### src/assert_macros.svh
// ----------------------------------------------------------------------------
// assert_macros.svh
// shared concurrent assertion macros for the crc32 framer
// ----------------------------------------------------------------------------
`ifndef ASSERT_MACROS_SVH
`define ASSERT_MACROS_SVH

// checked only while out of reset
`define CTF_ASSERT(lbl, clk, rst_n, prop, msg) \
  lbl: assert property (@(posedge clk) disable iff (!rst_n) prop) \
    else $error(msg);

// checked at every edge, reset included
`define CTF_ASSERT_ALWAYS(lbl, clk, prop, msg) \
  lbl: assert property (@(posedge clk) prop) \
    else $error(msg);

`endif

### src/ctf_pkg.sv
`timescale 1ns / 1ps
// ----------------------------------------------------------------------------
// ctf_pkg
// types, constants and the byte-wise crc-32 update for the trailer framer
// ----------------------------------------------------------------------------
package ctf_pkg;

  localparam int unsigned CRC_BYTES = 4;
  localparam int unsigned CRC_W     = 8 * CRC_BYTES;
  localparam int unsigned SEEN_W    = 3;
  localparam int unsigned TRL_W     = 3;
  localparam int unsigned PADDR_W   = 3;

  localparam logic [CRC_W-1:0] CRC_INIT = 32'hFFFF_FFFF;
  localparam logic [CRC_W-1:0] CRC_POLY = 32'hEDB8_8320;

  // word index of the mode register
  localparam logic REG_MODE = 1'b0;

  typedef enum logic {
    MODE_ENCODE = 1'b0,
    MODE_DECODE = 1'b1
  } mode_e;

  typedef enum logic [1:0] {
    ST_OK       = 2'd0,
    ST_SHORT    = 2'd1,
    ST_MISMATCH = 2'd2
  } status_e;

  typedef struct packed {
    logic [7:0] out_byte;
    logic       byte_valid;
    logic       frame_last;
    status_e    status;
  } result_t;

  // reflected crc-32, one byte
  function automatic logic [CRC_W-1:0] crc_byte(input logic [CRC_W-1:0] c,
                                                 input logic [7:0]       b);
    logic [CRC_W-1:0] r;
    r = c ^ {24'd0, b};
    for (int k = 0; k < 8; k++) begin
      r = (r >> 1) ^ (r[0] ? CRC_POLY : '0);
    end
    return r;
  endfunction

endpackage

### src/ctf_datapath.sv
`timescale 1ns / 1ps
// ----------------------------------------------------------------------------
// ctf_datapath
// frame state, crc update, decode delay line and trailer sequencing
// ----------------------------------------------------------------------------
`include "assert_macros.svh"

module ctf_datapath (
  input  logic              clk_i,
  input  logic              rst_ni,
  input  ctf_pkg::mode_e    mode_i,
  input  logic              clear_i,
  input  logic              in_valid_i,
  output logic              in_ready_o,
  input  logic [7:0]        in_data_i,
  input  logic              in_last_i,
  output logic              res_valid_o,
  input  logic              res_ready_i,
  output ctf_pkg::result_t  res_o
);

  logic [ctf_pkg::CRC_W-1:0]  crc_q, crc_d;
  logic [ctf_pkg::CRC_W-1:0]  fcs_q, fcs_d;
  logic [ctf_pkg::SEEN_W-1:0] seen_q, seen_d;
  logic [ctf_pkg::TRL_W-1:0]  trl_cnt_q, trl_cnt_d;
  logic [7:0]                 tail_q [ctf_pkg::CRC_BYTES];
  logic [7:0]                 tail_d [ctf_pkg::CRC_BYTES];

  logic                      accept;
  logic                      trl_emit;
  logic                      line_full;
  logic [7:0]                pay_byte;
  logic [7:0]                crc_in;
  logic [ctf_pkg::CRC_W-1:0] crc_upd;
  logic [ctf_pkg::CRC_W-1:0] held;

  assign in_ready_o = res_ready_i && (trl_cnt_q == '0);
  assign accept     = in_valid_i && in_ready_o;
  assign trl_emit   = res_ready_i && (trl_cnt_q != '0);
  assign line_full  = seen_q[2];
  assign pay_byte   = tail_q[0];

  // encode hashes the incoming byte, decode the one leaving the delay line
  assign crc_in  = (mode_i == ctf_pkg::MODE_ENCODE) ? in_data_i : pay_byte;
  assign crc_upd = ctf_pkg::crc_byte(crc_q, crc_in);
  // delay line contents after the shift, read little endian
  assign held    = {in_data_i, tail_q[3], tail_q[2], tail_q[1]};

  always_comb begin
    crc_d       = crc_q;
    fcs_d       = fcs_q;
    seen_d      = seen_q;
    trl_cnt_d   = trl_cnt_q;
    tail_d      = tail_q;
    res_valid_o = 1'b0;
    res_o       = '{out_byte: 8'd0, byte_valid: 1'b0, frame_last: 1'b0,
                    status: ctf_pkg::ST_OK};

    if (trl_emit) begin
      res_valid_o      = 1'b1;
      res_o.out_byte   = fcs_q[7:0];
      res_o.byte_valid = 1'b1;
      res_o.frame_last = (trl_cnt_q == ctf_pkg::TRL_W'(1));
      fcs_d            = fcs_q >> 8;
      trl_cnt_d        = trl_cnt_q - ctf_pkg::TRL_W'(1);
    end else if (accept) begin
      if (mode_i == ctf_pkg::MODE_ENCODE) begin
        res_valid_o      = 1'b1;
        res_o.out_byte   = in_data_i;
        res_o.byte_valid = 1'b1;
        crc_d            = crc_upd;
        if (in_last_i) begin
          fcs_d     = ~crc_upd;
          trl_cnt_d = ctf_pkg::TRL_W'(ctf_pkg::CRC_BYTES);
          crc_d     = ctf_pkg::CRC_INIT;
        end
      end else if (line_full) begin
        res_valid_o      = 1'b1;
        res_o.out_byte   = pay_byte;
        res_o.byte_valid = 1'b1;
        crc_d            = crc_upd;
        for (int i = 0; i < ctf_pkg::CRC_BYTES - 1; i++) begin
          tail_d[i] = tail_q[i+1];
        end
        tail_d[ctf_pkg::CRC_BYTES-1] = in_data_i;
        if (in_last_i) begin
          res_o.frame_last = 1'b1;
          res_o.status     = (held == ~crc_upd) ? ctf_pkg::ST_OK : ctf_pkg::ST_MISMATCH;
          crc_d            = ctf_pkg::CRC_INIT;
          seen_d           = '0;
        end
      end else begin
        tail_d[seen_q[1:0]] = in_data_i;
        seen_d              = seen_q + ctf_pkg::SEEN_W'(1);
        if (in_last_i) begin
          // four bytes or fewer: no payload at all
          res_valid_o      = 1'b1;
          res_o.frame_last = 1'b1;
          res_o.status     = ctf_pkg::ST_SHORT;
          crc_d            = ctf_pkg::CRC_INIT;
          seen_d           = '0;
        end
      end
    end

    if (clear_i) begin
      crc_d  = ctf_pkg::CRC_INIT;
      seen_d = '0;
    end
  end

  always_ff @(posedge clk_i or negedge rst_ni) begin
    if (!rst_ni) begin
      crc_q     <= ctf_pkg::CRC_INIT;
      seen_q    <= '0;
      trl_cnt_q <= '0;
    end else begin
      crc_q     <= crc_d;
      seen_q    <= seen_d;
      trl_cnt_q <= trl_cnt_d;
    end
  end

  always_ff @(posedge clk_i) begin
    fcs_q  <= fcs_d;
    tail_q <= tail_d;
  end

  `CTF_ASSERT(a_trailer_blocks_input, clk_i, rst_ni,
    (trl_cnt_q != '0) |-> !in_ready_o, "input taken during trailer")
  `CTF_ASSERT(a_encode_end_loads_trailer, clk_i, rst_ni,
    (accept && (mode_i == ctf_pkg::MODE_ENCODE) && in_last_i)
      |=> (trl_cnt_q == ctf_pkg::TRL_W'(ctf_pkg::CRC_BYTES)),
    "trailer not started after encode frame end")
  `CTF_ASSERT_ALWAYS(a_seen_bounded, clk_i,
    seen_q <= ctf_pkg::SEEN_W'(ctf_pkg::CRC_BYTES), "delay line count overflow")

endmodule

### src/ctf_out_buf.sv
`timescale 1ns / 1ps
// ----------------------------------------------------------------------------
// ctf_out_buf
// two-entry output register with skid slot, registered ready toward the core
// ----------------------------------------------------------------------------
`include "assert_macros.svh"

module ctf_out_buf (
  input  logic              clk_i,
  input  logic              rst_ni,
  input  logic              in_valid_i,
  output logic              in_ready_o,
  input  ctf_pkg::result_t  in_res_i,
  output logic              out_valid_o,
  input  logic              out_ready_i,
  output ctf_pkg::result_t  out_res_o
);

  logic             head_v_q, head_v_d;
  logic             skid_v_q, skid_v_d;
  ctf_pkg::result_t head_q, head_d;
  ctf_pkg::result_t skid_q, skid_d;
  logic             push;
  logic             pop;

  assign in_ready_o  = !skid_v_q;
  assign out_valid_o = head_v_q;
  assign out_res_o   = head_q;
  assign push        = in_valid_i && in_ready_o;
  assign pop         = head_v_q && out_ready_i;

  always_comb begin
    head_v_d = head_v_q;
    skid_v_d = skid_v_q;
    head_d   = head_q;
    skid_d   = skid_q;
    if (!head_v_q || pop) begin
      if (skid_v_q) begin
        head_d   = skid_q;
        head_v_d = 1'b1;
        skid_v_d = 1'b0;
      end else begin
        head_d   = in_res_i;
        head_v_d = push;
      end
    end else if (push) begin
      skid_d   = in_res_i;
      skid_v_d = 1'b1;
    end
  end

  always_ff @(posedge clk_i or negedge rst_ni) begin
    if (!rst_ni) begin
      head_v_q <= 1'b0;
      skid_v_q <= 1'b0;
    end else begin
      head_v_q <= head_v_d;
      skid_v_q <= skid_v_d;
    end
  end

  always_ff @(posedge clk_i) begin
    head_q <= head_d;
    skid_q <= skid_d;
  end

  `CTF_ASSERT_ALWAYS(a_skid_needs_head, clk_i,
    skid_v_q |-> head_v_q, "skid slot filled with empty head")
  `CTF_ASSERT(a_stall_fills_skid, clk_i, rst_ni,
    (head_v_q && !out_ready_i && push) |=> skid_v_q, "beat lost on stalled output")

endmodule

### src/crc32_trailer_framer_core.sv
`timescale 1ns / 1ps
// ----------------------------------------------------------------------------
// crc32_trailer_framer_core
// crc-32 frame check sequence framer: append in encode, check and strip in decode
// ----------------------------------------------------------------------------
// Takes one byte beat per cycle on the slave stream while neither a trailer nor
// a full output buffer holds it off. In encode mode each byte leaves through
// the output register; the last byte of a frame is followed by the four crc
// bytes, least significant first, during which the input is held off. In
// decode mode bytes pass through a four-byte delay line with no trailer
// hold-off; the beat that ends the frame carries the status in tuser (ok, too
// short or mismatch), and a frame of four bytes or fewer gives a single
// status-only beat. The byte-wise crc update is one combinational step, which
// is what sets the one-byte-per-cycle figure. A write to the mode register
// drops any frame in progress; write it only while the block is idle.
// ----------------------------------------------------------------------------

module crc32_trailer_framer_core (
  input  logic                        clk_i,
  input  logic                        rst_ni,
  // configuration
  input  logic                        psel,
  input  logic                        penable,
  input  logic                        pwrite,
  input  logic [ctf_pkg::PADDR_W-1:0] paddr,
  input  logic [31:0]                 pwdata,
  output logic [31:0]                 prdata,
  output logic                        pready,
  // input stream
  input  logic                        s_axis_tvalid,
  output logic                        s_axis_tready,
  input  logic [7:0]                  s_axis_tdata,  // [7:0] data_byte
  input  logic                        s_axis_tlast,  // frame_end
  // output stream
  output logic                        m_axis_tvalid,
  input  logic                        m_axis_tready,
  output logic [7:0]                  m_axis_tdata,  // [7:0] out_byte
  output logic                        m_axis_tlast,  // frame_last
  output logic [2:0]                  m_axis_tuser   // [0] byte_valid, [2:1] status
);

  ctf_pkg::mode_e   mode_q, mode_d;
  logic             mode_wr;
  logic             res_valid;
  logic             res_ready;
  ctf_pkg::result_t res;
  ctf_pkg::result_t out_res;

  assign pready  = 1'b1;
  assign mode_wr = psel && penable && pwrite && pready && (paddr[2] == ctf_pkg::REG_MODE);
  assign mode_d  = mode_wr ? ctf_pkg::mode_e'(pwdata[0]) : mode_q;
  assign prdata  = {31'd0, mode_q};

  always_ff @(posedge clk_i or negedge rst_ni) begin
    if (!rst_ni) begin
      mode_q <= ctf_pkg::MODE_ENCODE;
    end else begin
      mode_q <= mode_d;
    end
  end

  ctf_datapath u_datapath (
    .clk_i       (clk_i),
    .rst_ni      (rst_ni),
    .mode_i      (mode_q),
    .clear_i     (mode_wr),
    .in_valid_i  (s_axis_tvalid),
    .in_ready_o  (s_axis_tready),
    .in_data_i   (s_axis_tdata),
    .in_last_i   (s_axis_tlast),
    .res_valid_o (res_valid),
    .res_ready_i (res_ready),
    .res_o       (res)
  );

  ctf_out_buf u_out_buf (
    .clk_i       (clk_i),
    .rst_ni      (rst_ni),
    .in_valid_i  (res_valid),
    .in_ready_o  (res_ready),
    .in_res_i    (res),
    .out_valid_o (m_axis_tvalid),
    .out_ready_i (m_axis_tready),
    .out_res_o   (out_res)
  );

  assign m_axis_tdata = out_res.out_byte;
  assign m_axis_tlast = out_res.frame_last;
  assign m_axis_tuser = {out_res.status, out_res.byte_valid};

endmodule

### config.mk
export PLATFORM = sky130hd
export DESIGN_NAME = crc32_trailer_framer_core
export DESIGN_NICKNAME = d
export VERILOG_FILES = /design/src/ctf_pkg.sv /design/src/ctf_datapath.sv /design/src/ctf_out_buf.sv /design/src/crc32_trailer_framer_core.sv
export VERILOG_INCLUDE_DIRS = /design/src /design/src/src
export SDC_FILE = /design/constraint.sdc
export NUM_CORES = 1
export LEC_CHECK = 0
export ABC_AREA = 1
export CAP_MARGIN = 20
export CORE_MARGIN = 1.5
export CORE_UTILIZATION = 36
export CTS_BUF_LIST = sky130_fd_sc_hd__clkbuf_8 sky130_fd_sc_hd__clkbuf_16
export DETAILED_ROUTE_END_ITERATION = 10
export DONT_BUFFER_PORTS = 1
export PLACE_DENSITY_LB_ADDON = 0.15
export SLEW_MARGIN = 10
export SYNTH_ARGS = -nofsm -noshare
export SYNTH_HDL_FRONTEND = slang
export SYNTH_SLANG_ARGS = --single-unit
### constraint.sdc
create_clock -name clk_i -period 2.32 [get_ports clk_i]
set_input_delay 0.232 -clock clk_i [delete_from_list [all_inputs] [get_ports clk_i]]
set_output_delay 0.232 -clock clk_i [all_outputs]
set_load 0.005 [all_outputs]
======== Word level (Yosys, flattened, before mapping) ========
Cells that the tools add are included.
storage, ports and cells
  register bits ........................... 129
  bits of input ports ..................... 51
  output and inout port bits .............. 47
  logic and storage cells ................. 126
operators by class
  add/sub/neg operators ................... 2
  $lt $le $gt $ge ......................... 2
  equality and inequality tests ........... 6
  mux-type cells .......................... 54
  bitwise gates (word level) .............. 15
  reductions and logical operators ........ 26
operators with widths
  cell                                                   number
  2-to-1 mux 32 bit                                      16
  bitwise XOR 31 x 32 -> 32 bit                          8
  2-to-1 mux 24 bit                                      4
  2-to-1 mux 3 bit                                       15
  bitwise mux 32 bit                                     1
  equality test 32 bit                                   1
  inverter 32 bit                                        1
  bitwise XOR 32 x 8 -> 32 bit                           1
  2-to-1 mux 12 bit                                      2
  2-to-1 mux 9 bit                                       2
  demux 8 bit (select 2 bit)                             1
  2-to-1 mux 8 bit                                       2
  AND reduction 3 bit                                    5
  2-to-1 mux 10 bit                                      1
  nonzero test 2 bit                                     5
  logical AND 1 bit                                      9
  2-to-1 mux 1 bit                                       8
  2-to-1 mux 2 bit                                       2
  inequality test 4 x 2 -> 1 bit, second input constant  1
  inverter 1 bit                                         4
  AND reduction 4 bit                                    1
  adder 3 x 1 -> 3 bit, second input constant            1
  equality test 3 x 1 -> 1 bit, second input constant    1
  >= comparator 3 bit, second input constant             1
  other kinds (11)                                       12

======== Longest topological paths before layout ========
Gate-level depths: netlist of the first run.
  word-level depth ........................ 27
  depth in mapped cells ................... 21
  gate-level depth less buffers ........... 20

======== Cells and area by module ========
A second synthesis of the first run with hierarchy kept.
second synthesis, totals
  cell total of the unflattened synthesis .. 1054
  area total of the unflattened synthesis .. 7978.9 um2
modules (own cells, without submodules)
  module                     instances  cells each  area an instance (um2)  seq. area each (um2)
  ctf_datapath               1          937         6706.4                  2832.7
  ctf_out_buf                1          72          954.7                   770.7
  crc32_trailer_framer_core  1          45          317.8                   25.0

======== Worst setup path before layout of the first run ========
No wires, ideal clock.
  kind .................................... register to register
  from .................................... register u_datapath.trl_cnt_q[0] in the netlist's numbering
  to ...................................... register u_datapath.fcs_q[0] in the netlist's numbering, enable pin
  setup time .............................. 0.382 ns
  arrival ................................. 1.971 ns
  required time ........................... 1.938 ns
  slack ................................... -0.033 ns
  stages on the path, launching flop included .. 11
  buffers on the path ..................... 0
  period minus slack after synthesis ...... 2.353 ns
  cells stage by stage .................... dfrtp_1 -> inv_1 -> ha_1 -> nand2_1 -> nor2_1 -> nand2_1 -> nor2_1 -> inv_1 -> nor2_1 -> nor2_1 -> inv_1
between the ends
  cells in the longest elaborated chain, start to end .. 5
  elaborated cells on any way between the ends .. 9
  those cells by class .................... eq/ne (1); reduce/logical (8)
RTL lines
  what                           RTL line                         text
  from (decl)                    ctf_datapath.sv:25               logic [ctf_pkg::TRL_W-1:0] trl_cnt_q, trl_cnt_d;
  from (signal assigned)         ctf_datapath.sv:120              trl_cnt_q <= trl_cnt_d;
  logical NOT 3 bit              ctf_datapath.sv:37               assign in_ready_o = res_ready_i && (trl_cnt_q == '0);
  logical AND 1 bit              ctf_datapath.sv:37
  via s_axis_tready              crc32_trailer_framer_core.sv:31  output logic s_axis_tready,
  logical AND 1 bit              ctf_datapath.sv:38               assign accept = in_valid_i && in_ready_o;
  nonzero test 2 bit (no line)   n/a
  AND reduction 3 bit (no line)  n/a
  to (signal assigned)           ctf_datapath.sv:125              fcs_q <= fcs_d;
  to (decl)                      ctf_datapath.sv:23               logic [ctf_pkg::CRC_W-1:0] fcs_q, fcs_d;
The timed path passes the listed nets, and every way through them passes these cells.
A chain may end at the register's enable or synchronous reset.

======== Final worst setup path of the first run ========
  from .................................... register mode_q
  to ...................................... register u_out_buf.head_q (netlist bit u_out_buf.out_res_o[1]) (data pin)
between the ends
  cells in the longest elaborated chain, start to end .. 21
  elaborated cells on any way between the ends .. 27
  those cells by class .................... eq/ne (1); mux (16); bitwise (10)
RTL lines
  what                                                                RTL line                         text
  from (decl)                                                         crc32_trailer_framer_core.sv:42  ctf_pkg::mode_e mode_q, mode_d;
  from (signal assigned)                                              crc32_trailer_framer_core.sv:56  mode_q <= ctf_pkg::MODE_ENCODE;
  from (signal assigned)                                              crc32_trailer_framer_core.sv:58  mode_q <= mode_d;
  2-to-1 mux 8 bit                                                    ctf_datapath.sv:44               assign crc_in = (mode_i == ctf_pkg::MODE_ENCODE) ? in_data_i : pay_byte;
  bitwise XOR 32 x 8 -> 32 bit                                        ctf_pkg.sv:42                    r = c ^ {24'd0, b};
  2-to-1 mux 32 bit or bitwise XOR 31 x 32 -> 32 bit (tied branches)  ctf_pkg.sv:44                    r = (r >> 1) ^ (r[0] ? CRC_POLY : '0);
  bitwise XOR 31 x 32 -> 32 bit or 2-to-1 mux 32 bit (tied branches)  ctf_pkg.sv:44
  bitwise XOR 31 x 32 -> 32 bit (5 in a row)                          ctf_pkg.sv:44
  2-to-1 mux 32 bit or bitwise XOR 31 x 32 -> 32 bit (tied branches)  ctf_pkg.sv:44
  bitwise XOR 31 x 32 -> 32 bit or 2-to-1 mux 32 bit (tied branches)  ctf_pkg.sv:44
  bitwise XOR 31 x 32 -> 32 bit                                       ctf_pkg.sv:44
  inverter 32 bit                                                     ctf_datapath.sv:88               res_o.status = (held == ~crc_upd) ? ctf_pkg::ST_OK : ctf_pkg::ST_MISMATCH;
  equality test 32 bit                                                ctf_datapath.sv:88
  2-to-1 mux 2 bit                                                    ctf_datapath.sv:88
  2-to-1 mux 3 bit                                                    ctf_datapath.sv:86               if (in_last_i) begin
  2-to-1 mux 3 bit                                                    ctf_datapath.sv:77               end else if (line_full) begin
  2-to-1 mux 3 bit (*)                                                ctf_datapath.sv:67               if (mode_i == ctf_pkg::MODE_ENCODE) begin
  2-to-1 mux 12 bit (*)                                               ctf_datapath.sv:66               end else if (accept) begin
  2-to-1 mux 2 bit (*)                                                ctf_datapath.sv:59               if (trl_emit) begin
  2-to-1 mux 12 bit (*)                                               ctf_out_buf.sv:38                if (skid_v_q) begin
  to (signal assigned)                                                ctf_out_buf.sv:63                head_q <= head_d;
  to (decl)                                                           ctf_out_buf.sv:21                ctf_pkg::result_t head_q, head_d;
Every way passes the cells marked *; elsewhere a longest branch is shown, timed or not.

==> impl_metrics.yaml, run 1 <==
pwr:
  p_int_mw: 10.8
  netSwitchingFraction_pct: 45.7
  seq_power_share_pct: 21.3
  static-leakage-power_nw: 5.28
  power.density_cell_area_nw_per_um2: 1840
  net-switching-power_mw: 9.06
  logic_gate_share_of_total_power_pct: 63.8
  irDropWorstVdd_mv: 0.771
  pwr-share-clk_pct: 14.9
route:
  avgRoutedWirePerCell_um: 19.9
  residual_drc_count: 0
  vias_per_cell: 5.02
  postRouteAntennaNets: 0
  num_vias: 7384
  drt_wl_total_um: 29300
  detailedRoute.firstIterationViolations: 574
  detailedRoute.firstPassIterationCount: 5
sta:
  setup_viol_count_final: 2
  timing.setup.tns_ns: -0.657
  timing.clock.skew_ns: 0.0156
  max_freq_mhz: 375
  rsz0062_at_grt: "yes"
  tmin_final_ns: 2.67
  postLayoutSetupSlackWorst_ns: -0.347
  worst-slew-pin-transition_ns: 0.718
  max_slew_violation_count: 0
  finalCritPeriodShare_pct: 115
  max-slew-margin-rel_pct: 52.0
  hold_viol_final: 0
  whs_ns: 0.0381
yosys:
  synth.top_cell.area_share_pct: 30.5
  synth-seq-cells: 129
  synth_sequential_area_ratio_pct: 46.0
  post-synth-top-count-cell: "nand2_1"
  synth_flop_cell: "edfxtp_1"
  asyncSetResetFlopFracSynth_pct: 31.8
  synth_top_area_cell: "edfxtp_1"
  syn_area_um2: 7880
  synth_top_cells_by_area: "edfxtp_1 30%, nand2_1 17%, dfstp_2 11%"
  avgSynthCellArea_um2: 7.79
  syn-instance-count: 1012
  synth-edff-count: 80
  post_synth_num_cell_types: 34
  synth-warning-count: 0
  synth_commonest_cells: "361 x nand2_1, 121 x inv_1, 107 x nand3_1, 80 x edfxtp_1, 43 x nor2_1"
clocking:
  tritoncts: "done"
  cts_made_buffers: 17
  worstSkewPairLatency_ns: 0.44
  cts.sink_count: 129
  cts_max_path_buffers: 2
  cts.reportedPaths.clkPinSlew_ns: 0.06
  clockRootBuffer: "clkbuf_16"
  htree_num_levels: 4
outcome:
  status: "finished, violations left"
  failed_checks: "setup timing"
floorplanning:
  die-area_um2: 22800
  floorplan.initialDensity_pct: 37.2
  core_region_um2: 21200
  number_of_top_level_pins: 98
  dieWidth_um: 151
  std_cell_rows: 53
  chipHeight_um: 151
place:
  detailed_place.area_um2: 9200
  port-buffer-count: 0
  dpl_worst_slack_ns: -0.495
  finalWeightedCongestion: 0.985
  final_hpwl_dp_um: 22300
cells_and_area:
  final.fill_count: 2071
  antenna_cells: 0
  design_area_um2: 10800
  areaGrowthSynthToFinish_pct: 37.0
  nets: 1241
  post_route_cells_drive_above_1_share_pct: 36.0
global_routing:
  grt_antenna_before_repair: 0
  track_usage_pct: 26.8
  grt_first_pass_wirelength_um: 43300
  grt.overflow.total: 0
  number_of_global_route_vias_before_repair: 7162
  grt_start_max_net_pins: 42
setup_path:
  worst-setup-path-type: "reg -> reg"
  critPathMaxFanout: 5
  required_ns: 2.50
  worstSetupEndpointType: "register"
  worstSetupStartpointType: "register"
  timing.critical_path.arrival_ns: 2.85
min_path:
  hold_class: "in -> reg"
job:
  cap_violations: 0
## power groups by stage
stage	Sequential, mW	Combinational (mW)	Clock [mW]
after floorplan	4.08	5.77	0
after global placement	4.21	10.8	0
after detailed placement	4.23	10.8	0
after CTS	4.20	11.4	2.99
after global routing	4.32	13.7	3.10
final	4.23	12.6	2.96
## cells by family (layout without fill, tap and decap cells)
logic type	Yosys count	in the layout	share of synthesized area (%)
fa+ha+maj	8	8	1.27
xor+xnor	13	13	2.14
simple gates	572	573	31.6
other cells	2	32	0.0953
compound gates	103	103	7.74
flops	129	129	46.0
buf+inv	185	337	11.2
## metal layers
metal,GRT usage (%),wire [um]
met5,0,0
met4,10.1,849
met3,5.78,1780
met2,43.9,13900
met1,34.5,12700
## critical path: stages (launching register included)
cell and delay (ns):
dfrtp_2 0.44, inv_4 0.11, buf_12 0.11, nand2_2 0.07
nand3_2 0.09, nand2_4 0.08, buf_4 0.15, nand2_4 0.08
nand2_2 0.06, buf_4 0.14, nand2_2 0.08, nand2_2 0.07
nand2_2 0.06, nand2_2 0.05, nor2_2 0.14, nand2_1 0.08
nor2_1 0.08, nand2_1 0.07, nor2_1 0.09, nand2_1 0.09
o21bai_4 0.17, nand2_1 0.08
## cell usage in the layout, fill, tap and decap left out, types with 5 or more instances in the layout
cell type / count
nand2_1: 273
buf_4: 155
inv_1: 120
nand2_2: 96
edfxtp_1: 80
nand3_1: 79
nand2_4: 40
o22ai_1: 40
nor2_1: 38
o21ai_0: 32
conb_1: 32
dfstp_2: 32
nand3_2: 25
clkbuf_16: 17
a22oi_1: 13
buf_12: 11
buf_6: 9
ha_1: 8
dfxtp_1: 8
dfrtp_1: 8
a21oi_1: 7
nor2_2: 6
nand3_4: 5
## flip-flops by register name (all words and copies together) (netlist names)
| register | cells |
|---|---|
| u_out_buf.out_valid_o | 1 |
| u_datapath.pay_byte | 8 |
| mode_q | 1 |
| u_datapath.crc_q | 32 |
| u_datapath.fcs_q | 32 |
| u_datapath.held | 24 |
| u_out_buf.skid_v_q | 1 |
| u_out_buf.out_res_o | 12 |
| u_datapath.seen_q | 3 |
| u_datapath.trl_cnt_q | 3 |
| u_out_buf.skid_q | 12 |
## final timing paths
path	start	to	slack, ns	cells after the start
max reg2reg	mode_q	u_out_buf.out_res_o[1]	-0.35	21
max in group asynchronous	rst_ni	u_datapath.crc_q[18]	1.70	2
min reg2reg	u_datapath.fcs_q[24]	u_datapath.fcs_q[24]	0.46	2
min	s_axis_tdata[5]	u_datapath.held[21]	0.04	2
max	mode_q	u_out_buf.out_res_o[1]	-0.35	21
min in group asynchronous	rst_ni	u_datapath.seen_q[1]	0.32	2
## stage by stage
step	instances	utilization [%]	total power, mW
final	1470	50.9	19.8
after global routing	1470	50.9	21.1
after CTS	1458	48.0	18.6
after detailed placement	1415	43.4	15.0
after global placement	1415	43.4	15.0
after floorplan	1042	-	9.85
## final cells by class
cell class / count / area [um^2] / area share [%]
clock buffer: 17 / 425 / 3.94
inverter: 127 / 489 / 4.53
clock inverter: 15 / 208 / 1.92
sequential: 129 / 3630 / 33.6
multi-input combinational: 729 / 4170 / 38.6
timing repair buffer: 178 / 1530 / 14.2
tap: 275 / 344 / 3.19
## what timing repair did
item                                    4_1_cts  5_1_grt
hold endpoints to repair                     42        0
endpoints found under the setup margin       53       76
gates cloned                                  1        0
hold buffers                                  3        0
buffers inserted                              7       13
gates resized for setup                      57      133
pin swaps                                    19       42
No activity file was read; power rests on OpenSTA's default activity.
==> run 2, diff against run 1 <==
CELL_PAD_IN_SITES_DETAIL_PLACEMENT = 1   (was not set)
CELL_PAD_IN_SITES_GLOBAL_PLACEMENT = 2   (was not set)
CORE_UTILIZATION = 34   (was 36)
==> run 2 against run 1 <==
Effect of this change:
- non-clock buffer count up 21
- critical path depth fell by 1
- the flow still finishes with violations (setup timing)
- clock skew hardly changed
- die area rose by 5.8%
- setup slack worse by 0.084 ns
- critical endpoint unchanged
- combinational power rose by 20%
- wire length up 18%
- global-route usage grew 1.9 points
==> impl_metrics.yaml, run 2 (synthesized netlist as in run 1, its figures left out) <==
min_path:
  hold_path.startpoint: "s_axis_tdata[7]"
  hold_class: "in -> reg"
route:
  vias_per_cell: 5.23
  detailedRoute.firstIterationViolations: 504
  detailedRoute.firstPassIterationCount: 5
  residual_drc_count: 0
  num_vias: 7852
  avgRoutedWirePerCell_um: 23.0
  drt_wl_total_um: 34500
  postRouteAntennaNets: 0
cells_and_area:
  final_core_util_pct: 51.6
  antenna_cells: 0
  layoutNonFillerInstCount: 1500
  nets: 1261
  post_route_cells_drive_above_1_share_pct: 43.0
  areaGrowthSynthToFinish_pct: 48.6
  layout.cells.most_common: "nand2_1"
  most-common-layout-cells: "245 x nand2_1, 158 x buf_4, 114 x inv_1"
  design_area_um2: 11700
global_routing:
  track_usage_pct: 28.7
  grt_antenna_before_repair: 0
  grt_first_pass_wirelength_um: 49900
  grt_start_max_net_pins: 42
  number_of_global_route_vias_before_repair: 8024
  grt.overflow.total: 0
setup_path:
  worstSetupStartpointType: "register"
  critical_path.startpoint: "mode_q"
  timing.critical_path.arrival_ns: 2.94
  required_ns: 2.51
  worst-setup-path-type: "reg -> reg"
  critPathMaxFanout: 7
  worstSetupEndpointType: "register"
  reg2reg_from: "mode_q"
place:
  detailed_place.area_um2: 9180
  finalWeightedCongestion: 0.939
  dpl_worst_slack_ns: -0.623
  final_hpwl_dp_um: 24100
  port-buffer-count: 0
  post-place-cells: 1415
clocking:
  cts.sink_count: 129
  cts_max_path_buffers: 2
  cts_made_buffers: 17
  cts.reportedPaths.clkPinSlew_ns: 0.07
  htree_num_levels: 4
  worstSkewPairLatency_ns: 0.44
  tritoncts: "done"
  clockRootBuffer: "clkbuf_16"
pwr:
  net-switching-power_mw: 10.7
  netSwitchingFraction_pct: 47.9
  irDropWorstVdd_mv: 0.780
  power.density_cell_area_nw_per_um2: 1900
  static-leakage-power_nw: 5.63
  logic_gate_share_of_total_power_pct: 68.0
  seq_power_share_pct: 19.1
  report.power.total_mw: 22.3
  pwr-share-clk_pct: 12.9
  p_int_mw: 11.6
outcome:
  status: "finished, violations left"
  failed_checks: "setup timing"
sta:
  max_slew_violation_count: 0
  max_freq_mhz: 363
  hold_viol_final: 0
  rsz0062_at_grt: "yes"
  setup_viol_count_final: 6
  worst-slew-pin-transition_ns: 0.538
  whs_ns: 0.0270
  finalCritPeriodShare_pct: 119
  timing.setup.tns_ns: -1.05
  timing.clock.skew_ns: 0.0159
  max-slew-margin-rel_pct: 63.7
  tmin_final_ns: 2.75
  postLayoutSetupSlackWorst_ns: -0.431
floorplanning:
  number_of_top_level_pins: 98
  die-area_um2: 24100
  chipHeight_um: 155
  dieWidth_um: 155
  std_cell_rows: 55
  core_region_um2: 22700
  floorplan.initialDensity_pct: 34.7
job:
  cap_violations: 0
[run 2: power by group through the flow]
stage               clock [mW]  sequential [mW]  combinational [mW]
CTS                       2.91             4.22                12.9
finish                    2.88             4.26                15.1
detailed placement           0             4.22                11.0
global route              2.98             4.34                16.1
floorplan                    0             4.08                5.77
global placement             0             4.19                10.9
[run 2: timing repair]
item,in CTS,in global routing
cloned,3,0
endpoints found under the hold margin,41,0
buffers inserted,36,17
pin swaps,58,80
endpoints found under the setup margin,30,78
gates resized for setup,188,168
hold buffers,2,0
[run 2: path summary, 6_finish.rpt]
| check | end | slack, ns | depth (start not counted) |
|---|---|---|---|
| max | u_out_buf.out_res_o[1] | -0.43 | 20 |
| min | u_datapath.held[23] | 0.03 | 2 |
| max reg2reg | u_out_buf.out_res_o[1] | -0.43 | 20 |
| min reg2reg | u_datapath.fcs_q[24] | 0.46 | 2 |
| max in group asynchronous | u_datapath.crc_q[29] | 1.65 | 2 |
| min in group asynchronous | u_datapath.trl_cnt_q[2] | 0.38 | 2 |
[run 2: area by class of cell]
| cell class | instances | area, um^2 |
|---|---|---|
| tap | 285 | 357 |
| fill | 2662 | 11000 |
| clock buffer | 17 | 425 |
| inverter | 127 | 498 |
| timing repair buffer | 199 | 1830 |
| clock inverter | 15 | 191 |
| sequential | 129 | 3630 |
| multi-input combinational | 728 | 4790 |
[run 2: layer usage]
metal,track usage [%],share of wire (%)
met2,48.2,49
met3,4.68,4.4
met5,0,0
met4,11.3,4.2
met1,36.9,43
[run 2: critical path, cell delays in order, from the launching register on]
cell and delay [ns]:
dfrtp_2 0.46, clkinv_4 0.11, buf_12 0.17, nand2_8 0.08, nand2_4 0.10, nand2_4 0.07
nand2_8 0.13, buf_4 0.13, nand2_2 0.06, nand2_2 0.08, nand2_2 0.09, nand2_1 0.10
nand2_1 0.05, nand2_1 0.11, nand3_1 0.11, nor2_1 0.16, nand2_1 0.10, nor2_2 0.10
nand2_2 0.09, o21bai_4 0.14, nand2_1 0.06
==> run 3, diff against run 2 <==
CORE_ASPECT_RATIO = 0.5   (was not set)
==> run 3 against run 2 <==
Effect of this change:
- the flow still finishes with violations (setup timing)
- final cell count grew 2.3%
- total power up 0.49%
- sequential share of layout area grew 0.18 points
- die area grew 0.23%
- critical path depth down 2
- hold slack better by 0.064 ns
- clock power increased by 5%
- combinational power about the same
- clock skew shrank 0.0013 ns
- sequential power hardly changed
- register-to-register slack about the same
- via count grew 0.78%
- critical endpoint unchanged
- highest routed layer is now met5
==> impl_metrics.yaml, run 3 (synthesized netlist as in run 1, its figures left out) <==
job:
  cap_violations: 0
cells_and_area:
  layoutNonFillerInstCount: 1535
  layout.cells.most_common: "nand2_1"
  design_area_um2: 11600
  areaGrowthSynthToFinish_pct: 47.8
  most-common-layout-cells: "240 x nand2_1, 167 x buf_4, 115 x inv_1"
  nets: 1273
  post_route_cells_drive_above_1_share_pct: 42.7
floorplanning:
  number_of_top_level_pins: 98
  floorplan.initialDensity_pct: 34.6
  chipHeight_um: 111
  die-area_um2: 24200
  std_cell_rows: 39
  dieWidth_um: 218
  core_region_um2: 22800
sta:
  tmin_final_ns: 2.74
  timing.clock.skew_ns: 0.0145
  max_slew_violation_count: 0
  setup_viol_count_final: 4
  finalCritPeriodShare_pct: 118
  rsz0062_at_grt: "yes"
  worst-slew-pin-transition_ns: 0.565
  hold_viol_final: 0
  max-slew-margin-rel_pct: 62.3
  postLayoutSetupSlackWorst_ns: -0.423
  max_freq_mhz: 365
  timing.setup.tns_ns: -0.939
  whs_ns: 0.0913
clocking:
  cts_max_path_buffers: 2
  clockRootBuffer: "clkbuf_16"
  cts_made_buffers: 17
  htree_num_levels: 4
  cts.reportedPaths.clkPinSlew_ns: 0.07
  worstSkewPairLatency_ns: 0.46
  tritoncts: "done"
  cts.sink_count: 129
setup_path:
  worst-setup-path-type: "reg -> reg"
  timing.critical_path.arrival_ns: 2.95
  largest_stage_delay_on_the_critical_path_ns: 0.44
  critical_path_buf_inv_count: 4
  worst_path_dominant_cell_family: "simple AND/OR/NAND/NOR gates"
  critPathMaxFanout: 8
  worstSetupEndpointType: "register"
  worstSetupStartpointType: "register"
  cp_cell_sequence: "clkinv_4 -> buf_8 -> nand2_8 -> nand2_4 -> nand2_2 -> nand2_2 -> buf_12 -> nand2_4 -> nand2_4 -> buf_6 -> xnor2_1 -> nand3_2 -> nand3_2 -> nand2_1 -> nor2_2 -> nand3_4 -> o21bai_4 -> nand2_1"
  required_ns: 2.53
  slowest_stage: "dfrtp_2"
  cpMostUsedCell: "nand2_4"
route:
  vias_per_cell: 5.16
  avgRoutedWirePerCell_um: 23.5
  num_vias: 7913
  detailedRoute.firstPassIterationCount: 5
  detailedRoute.firstIterationViolations: 634
  residual_drc_count: 0
  drt_wl_total_um: 36000
  postRouteAntennaNets: 0
global_routing:
  grt_first_pass_wirelength_um: 51400
  number_of_global_route_vias_before_repair: 7958
  met1_usage_pct: 42.7
  met3_track_utilization_from_global_routing_pct: 9.14
  globalRouteMet2Util_pct: 44.7
  grt_antenna_before_repair: 1
  gr-max-usage-layer: "met2"
  grt_start_max_net_pins: 42
  grt.overflow.total: 0
  track_usage_pct: 30.1
place:
  post-place-cells: 1453
  final_hpwl_dp_um: 26000
  finalWeightedCongestion: 0.926
  dpl_worst_slack_ns: -0.850
  port-buffer-count: 0
  detailed_place.area_um2: 9320
pwr:
  irDropWorstVdd_mv: 0.848
  static-leakage-power_nw: 5.59
  power.density_cell_area_nw_per_um2: 1920
outcome:
  status: "finished, violations left"
  failed_checks: "setup timing"
min_path:
  hold_class: "in -> reg"
-- run 3: timing repair --
action	4_1_cts	5_1_grt
setup endpoints to repair	58	58
pin swaps	42	83
cloned	2	0
resized for setup	126	192
hold buffers	7	0
hold endpoints to repair	47	0
setup buffers	22	20
-- run 3: power breakdown --
part	leakage, nW	switching, mW	internal, mW
sequential	1.29	0.508	3.76
combinational	3.99	8.90	6.19
clock	0.310	1.19	1.84
-- run 3: cell type report --
type,instances,area [um^2]
Inverter,127,494
Clock inverter,14,201
Antenna cell,1,2.50
Multi-Input combinational cell,729,4620
Tap cell,307,384
Sequential cell,129,3630
Fill cell,2660,11100
Timing Repair Buffer,210,1880
Clock buffer,18,439
-- run 3: routing by layer --
| layer | up-vias | wire, um | share of wire (%) |
|---|---|---|---|
| met5 | - | 13 | 0.036 |
| met4 | 2 | 665 | 1.8 |
| met3 | 43 | 3260 | 9.0 |
| met2 | 288 | 15800 | 44 |
| met1 | 3945 | 16200 | 45 |
| li1 | 3635 | - | - |
-- run 3: final timing paths --
path / start / endpoint / slack [ns] / cells after the start
min in group asynchronous: rst_ni / mode_q / 0.33 / 2
hold reg to reg: u_datapath.fcs_q[24] / u_datapath.fcs_q[24] / 0.47 / 2
setup reg to reg: mode_q / u_out_buf.out_res_o[1] / -0.42 / 18
max in group asynchronous: rst_ni / u_datapath.crc_q[9] / 1.69 / 2
hold / removal: s_axis_tdata[0] / u_datapath.held[8] / 0.09 / 2
setup / recovery: mode_q / u_out_buf.out_res_o[1] / -0.42 / 18
-- run 3: per-stage QoR --
| stage | utilization [%] | power [mW] |
|---|---|---|
| 6_report | 51.1 | 22.4 |
| 5_1_grt | 51.1 | 23.6 |
| 4_1_cts | 46.9 | 20.1 |
| 3_5_place_dp | 40.9 | 15.7 |
| 3_3_place_gp | 40.9 | 15.4 |
| 2_1_floorplan | - | 9.85 |
